## config.mk

```make
export PLATFORM = sky130hd
export DESIGN_NAME = pfde_ctrl
export DESIGN_NICKNAME = d
export VERILOG_FILES = /design/src/hw/rtl/pfde_pkg.sv /design/src/hw/rtl/pfde_ctrl.sv
export SDC_FILE = /design/constraint.sdc
export NUM_CORES = 1
export LEC_CHECK = 0
export ABC_AREA = 1
export BUFFER_PORTS_ARGS = -buffer_cell sky130_fd_sc_hd__buf_2
export CAP_MARGIN = 10
export CORE_AREA = 2 2 39 41
export CTS_CLUSTER_SIZE = 30
export DETAILED_ROUTE_END_ITERATION = 10
export DIE_AREA = 0 0 41 43
export PLACE_DENSITY = 0.59
export SLEW_MARGIN = 20
export SYNTH_ARGS = -nofsm -noshare
export SYNTH_HDL_FRONTEND = slang
export SYNTH_SLANG_ARGS = --single-unit
```

## constraint.sdc

```tcl
create_clock -name clk -period 2.3 [get_ports clk]
set_input_delay 0.46 -clock clk [delete_from_list [all_inputs] [get_ports clk]]
set_output_delay 0.46 -clock clk [all_outputs]
set_load 0.05 [all_outputs]
```

## src/hw/rtl/pfde_pkg.sv

```systemverilog
`timescale 1ns / 1ps

package pfde_pkg;

	localparam int DEF_WIDTH      = 128;
	localparam int DEF_PAGES      = 4;
	localparam int DEF_GLYPH_COLS = 6;

	localparam int ROWS_PER_PAGE  = 8;
	localparam int BYTES_PER_WORD = 8;
	localparam int FONT_COLS      = 6;
	localparam int GLYPH_COUNT    = 64;

	localparam logic [7:0] FIRST_CODE = 8'h20;
	localparam logic [7:0] LAST_CODE  = 8'h5F;

	typedef enum logic [1:0] {
		KIND_PIXEL,
		KIND_CHAR,
		KIND_CLEAR,
		KIND_FLUSH
	} kind_t;

	typedef enum logic [2:0] {
		ST_INIT,
		ST_IDLE,
		ST_PIX_RD,
		ST_PIX_WR,
		ST_CHAR,
		ST_CLEAR,
		ST_FLUSH
	} state_t;

	typedef enum logic [1:0] {
		WR_NONE,
		WR_ZERO,
		WR_PIX,
		WR_GLYPH
	} wr_op_t;

	typedef enum logic [1:0] {
		RD_NONE,
		RD_PIX,
		RD_FLUSH
	} rd_op_t;

	typedef struct packed {
		logic   cap;
		logic   cnt_clr;
		logic   cnt_inc;
		wr_op_t wr_op;
		rd_op_t rd_op;
	} dp_cmd_t;

	typedef struct packed {
		logic last_row;
		logic last_glyph;
		logic pix_ok;
		logic out_busy;
		logic out_free;
	} dp_sts_t;

	// leftmost glyph column in the top byte
	localparam logic [47:0] FONT_ROM [GLYPH_COUNT] = '{
		48'h000000000000, 48'h00005F000000,
		48'h000700070000, 48'h147F147F1400,
		48'h242A7F2A1200, 48'h231308646200,
		48'h364955225000, 48'h000503000000,
		48'h001C22410000, 48'h0041221C0000,
		48'h14083E081400, 48'h08083E080800,
		48'h005030000000, 48'h080808080800,
		48'h006060000000, 48'h201008040200,
		48'h3E5149453E00, 48'h00427F400000,
		48'h426151494600, 48'h2141454B3100,
		48'h1814127F1000, 48'h274545453900,
		48'h3C4A49493000, 48'h017109050300,
		48'h364949493600, 48'h064949291E00,
		48'h003636000000, 48'h005636000000,
		48'h081422410000, 48'h141414141400,
		48'h412214080000, 48'h020151090600,
		48'h324979413E00, 48'h7E1111117E00,
		48'h7F4949493600, 48'h3E4141412200,
		48'h7F4141221C00, 48'h7F4949494100,
		48'h7F0909090100, 48'h3E4149497A00,
		48'h7F0808087F00, 48'h00417F410000,
		48'h2040413F0100, 48'h7F0814224100,
		48'h7F4040404000, 48'h7F020C027F00,
		48'h7F0408107F00, 48'h3E4141413E00,
		48'h7F0909090600, 48'h3E4151215E00,
		48'h7F0919294600, 48'h464949493200,
		48'h01017F010100, 48'h3F4040403F00,
		48'h1F2040201F00, 48'h3F4038403F00,
		48'h631408146300, 48'h070870080700,
		48'h615149454300, 48'h007F41410000,
		48'h020408102000, 48'h0041417F0000,
		48'h040201020400, 48'h404040404000
	};

	function automatic logic [5:0] glyph_index(input logic [7:0] code);
		if (code >= FIRST_CODE && code <= LAST_CODE)
			return 6'(code - FIRST_CODE);
		return 6'd0;
	endfunction

	function automatic logic [7:0] font_col(input logic [5:0] glyph, input logic [2:0] col);
		logic [47:0] bits;
		bits = FONT_ROM[glyph];
		if (col < 3'(FONT_COLS))
			return bits[8 * (FONT_COLS - 1 - int'(col)) +: 8];
		return 8'd0;
	endfunction

endpackage

```

## src/hw/rtl/pfde_ctrl.sv

```systemverilog
`timescale 1ns / 1ps

module pfde_ctrl (
	input  logic              clk,
	input  logic              arst_n,
	input  logic              in_valid,
	output logic              in_stall,
	input  logic [1:0]        kind,
	input  pfde_pkg::dp_sts_t sts,
	output pfde_pkg::dp_cmd_t cmd
);

	pfde_pkg::state_t state_q;
	pfde_pkg::state_t state_d;
	logic             accept;

	assign in_stall = (state_q != pfde_pkg::ST_IDLE) || sts.out_busy;
	assign accept   = in_valid && !in_stall;

	always_ff @(posedge clk or negedge arst_n) begin
		if (!arst_n) begin
			state_q <= pfde_pkg::ST_INIT;
		end else begin
			state_q <= state_d;
		end
	end

	always_comb begin
		state_d = state_q;
		unique case (state_q)
			pfde_pkg::ST_INIT, pfde_pkg::ST_CLEAR: begin
				if (sts.last_row)
					state_d = pfde_pkg::ST_IDLE;
			end
			pfde_pkg::ST_IDLE: begin
				if (accept) begin
					unique case (pfde_pkg::kind_t'(kind))
						pfde_pkg::KIND_PIXEL: state_d = pfde_pkg::ST_PIX_RD;
						pfde_pkg::KIND_CHAR:  state_d = pfde_pkg::ST_CHAR;
						pfde_pkg::KIND_CLEAR: state_d = pfde_pkg::ST_CLEAR;
						pfde_pkg::KIND_FLUSH: state_d = pfde_pkg::ST_FLUSH;
					endcase
				end
			end
			pfde_pkg::ST_PIX_RD: begin
				state_d = sts.pix_ok ? pfde_pkg::ST_PIX_WR : pfde_pkg::ST_IDLE;
			end
			pfde_pkg::ST_PIX_WR: begin
				state_d = pfde_pkg::ST_IDLE;
			end
			pfde_pkg::ST_CHAR: begin
				if (sts.last_glyph)
					state_d = pfde_pkg::ST_IDLE;
			end
			pfde_pkg::ST_FLUSH: begin
				if (sts.out_free && sts.last_row)
					state_d = pfde_pkg::ST_IDLE;
			end
			default: begin
				state_d = pfde_pkg::ST_IDLE;
			end
		endcase
	end

	always_comb begin
		cmd.cap     = 1'b0;
		cmd.cnt_clr = 1'b0;
		cmd.cnt_inc = 1'b0;
		cmd.wr_op   = pfde_pkg::WR_NONE;
		cmd.rd_op   = pfde_pkg::RD_NONE;
		unique case (state_q)
			pfde_pkg::ST_INIT, pfde_pkg::ST_CLEAR: begin
				cmd.wr_op   = pfde_pkg::WR_ZERO;
				cmd.cnt_inc = 1'b1;
			end
			pfde_pkg::ST_IDLE: begin
				cmd.cap     = accept;
				cmd.cnt_clr = accept;
			end
			pfde_pkg::ST_PIX_RD: begin
				if (sts.pix_ok)
					cmd.rd_op = pfde_pkg::RD_PIX;
			end
			pfde_pkg::ST_PIX_WR: begin
				cmd.wr_op = pfde_pkg::WR_PIX;
			end
			pfde_pkg::ST_CHAR: begin
				cmd.wr_op   = pfde_pkg::WR_GLYPH;
				cmd.cnt_inc = 1'b1;
			end
			pfde_pkg::ST_FLUSH: begin
				if (sts.out_free) begin
					cmd.rd_op   = pfde_pkg::RD_FLUSH;
					cmd.cnt_inc = 1'b1;
				end
			end
			default: begin
				cmd.cap = 1'b0;
			end
		endcase
	end

endmodule

```

==> flow_summary_export.csv <==
group,metric,value,unit
status,status,"complete, no violations",
detailed_routing,first_pass_iters,4,
placed_design,postPlaceCellArea,446.7,um2
sta,hold_ws,0.006428,ns
synth,synthesis.instances,57,
critical_path,cp-startpoint,"state_q[1]",
floorplan,die_h,43,um
detailed_routing,drc,0,
critical_path,crit_buf_inv,3,
synth,postSynthAreaPerCell,6.080,um2
synth,netlist_area,346.6,um2
sta,setup_tns,0,ns
critical_path,rrSetupSlack,1.11,ns
clock_network,htreeDepth,1,
synth,syn-num-nets,69,
grt,grt_pass1_vias,343,
power_and_ir_drop,power_density,1542,nW/um2
critical_path,worstPathRequired,1.84,ns
clock_network,cts_buffers,3,
clock_network,root_buffer,"clkbuf_4",
detailed_routing,drtAntennaViolNets,0,
critical_path,r2r_end,"state_q[0]",
clock_network,cts_tree,"built",
sta,max_freq,542.6,MHz
flow_run,maxCapViolations,0,
floorplan,die_area,1763,um2
sta,period_minus_slack,1.843,ns
layout,fin_nets,90,
clock_network,cts_buffer_depth,2,
critical_path,cp-endpoint,"cmd[5]",
floorplan,start_util,0.2505,
placed_design,gp_congestion,0.7244,
detailed_routing,drt-total-wl,741,um
detailed_routing,wl_per_cell,7.968,um
detailed_routing,vias_per_cell,4.290,
grt,grt_start_max_net_pins,8,
power_and_ir_drop,p_leak,0.3084,nW
critical_path,crit_top_cell,"inv_1",
critical_path,path_cells,"inv_1 -> nand3_2 -> inv_1 -> nand2_1 -> nor2_2 -> buf_2",
placed_design,hpwl,626.7,um
layout,antenna_cells,0,
critical_path,cp-start-kind,"flop",
floorplan,rows,14,
layout,final_core_util,0.3418,
sta,finalCritPeriodShare,0.8013,
critical_path,critPathTopFamily,"buffers and inverters",
sta,setup_viol,0,
critical_path,reg2reg_depth,6,
synth,synth_cell_types,16,
floorplan,coreArea,1384,um2
floorplan,io_pins,18,
power_and_ir_drop,vdd.ir_drop.worst,325.9,uV
min_path,hold_path_class,"primary input to asynchronous set/reset pin",
clock_network,clkLatencyLatePin,0.24,ns
grt,globalRouteOverflowTotal,0,
layout,regMostFlops,"state_q",
layout,largest_reg_flops,3,
critical_path,end_kind,"output pin",
critical_path,cpPeakStageDelay,0.43,ns
sta,slew_viol_final,0,
critical_path,cp_max_fo,7,
sta,worstMarginPinSlew,0.2480,ns
placed_design,portBuffers,17,
detailed_routing,vias,399,
sta,fin_worst_skew,0.004534,ns
clock_network,postCtsSetupBuffers,0,
critical_path,crit_type,"flop to output pin",
grt,antenna_found_initial,0,
sta,hold_viol_final,0,
clock_network,path_clk_slew,0.04,ns
critical_path,slowest_stage,"dfrtp_1",
synth,ys_warn_count,0,
clock_network,postCtsHoldBufs,0,
sta,max_slew_margin,0.8358,
layout,final_area,473.0,um2
grt,grt_pass1_wl,1242,um
critical_path,regToRegStartpoint,"state_q[1]",
layout,area_growth,36.46,%
floorplan,die_w,41,um
detailed_routing,drt_iter0_markers,5,
critical_path,worstPathArrival,1.38,ns
synth,ys_seq_area_frac,0.2166,
sta,rsz0062_at_grt,"no",
synth,synth-seq-cells,3,
layout,layout-drive-gt1-share,0.3766,
critical_path,cp.depth,6,
clock_network,post_cts_resized,0,
layout,reg_top3,"state_q (3)",
clock_network,cts_sinks,3,
grt,grt_usage,0.1056,
==> stage by stage <==
step                      instances  power [mW]  setup WS (ns)
after floorplan                  57      0.5382        0.01528
after global placement           89      0.6360         0.7330
after detailed placement         89      0.6380         0.7088
after CTS                        93      0.7363         0.4447
after global routing             93      0.7949         0.3484
final                            93      0.7295         0.4570
==> metal layers <==
layer,part of all wire,vias to the layer above,global-route usage
met5,0,-,0
met4,0.015,0,0.08000
met3,0.047,2,0.01571
met2,0.51,14,0.1625
met1,0.43,171,0.1230
li1,-,212,-
==> worst min path at each step <==
stage                     slack (ns)   start  cells past startpoint         end
after global placement          0.26  arst_n                      1  state_q[0]
after CTS                      0.004  arst_n                      1  state_q[1]
after detailed placement        0.25  arst_n                      1  state_q[0]
after global routing           0.009  arst_n                      1  state_q[1]
final                          0.006  arst_n                      1  state_q[1]
after floorplan                 0.16  arst_n                      0  state_q[0]
==> placed cells by master (no fill, tap or decap) <==
master,n
ha_1,2
o21ai_0,1
nand3_2,2
o21bai_1,2
nand3_1,5
nor2_1,7
nand2_2,1
inv_1,13
o22ai_1,2
buf_2,17
a21oi_2,1
nand2_1,11
clkbuf_4,3
clkbuf_1,1
nor2_2,3
dfrtp_1,3
inv_2,2
or2_0,1
==> cell usage after synthesis, drive strengths merged <==
library cell | n | area share
o22ai | 2 | 0.036
o21bai | 2 | 0.043
inv | 15 | 0.16
or2 | 1 | 0.018
ha | 2 | 0.072
nand3 | 7 | 0.13
o21ai | 1 | 0.014
dfrtp | 3 | 0.22
nor2 | 10 | 0.12
a21oi | 1 | 0.025
buf | 1 | 0.022
nand2 | 12 | 0.14
==> kinds of logic after synthesis <==
logic type,count (synthesis),synth area share
buffers and inverters,16,0.1841
adder cells (fa/ha/maj),2,0.07219
flip-flops,3,0.2166
AO/OA/AOI/OAI,6,0.1191
AND/OR/NAND/NOR,30,0.4080
==> final cells by class <==
| cell class | count | area (um2) |
|---|---|---|
| clock buffers | 4 | 26.28 |
| inverters | 15 | 56.30 |
| well taps | 16 | 20.02 |
| multi-input cells | 38 | 210.2 |
| flip-flops and latches | 3 | 75.07 |
| fillers | 157 | 910.9 |
| repair buffers | 17 | 85.08 |
==> power breakdown <==
part | switching [mW] | internal, mW
clock network | 0.0294 | 0.0651
registers | 0.0380 | 0.0789
logic | 0.378 | 0.140
total | 0.446 | 0.284
(Power assumes the default switching activity.)
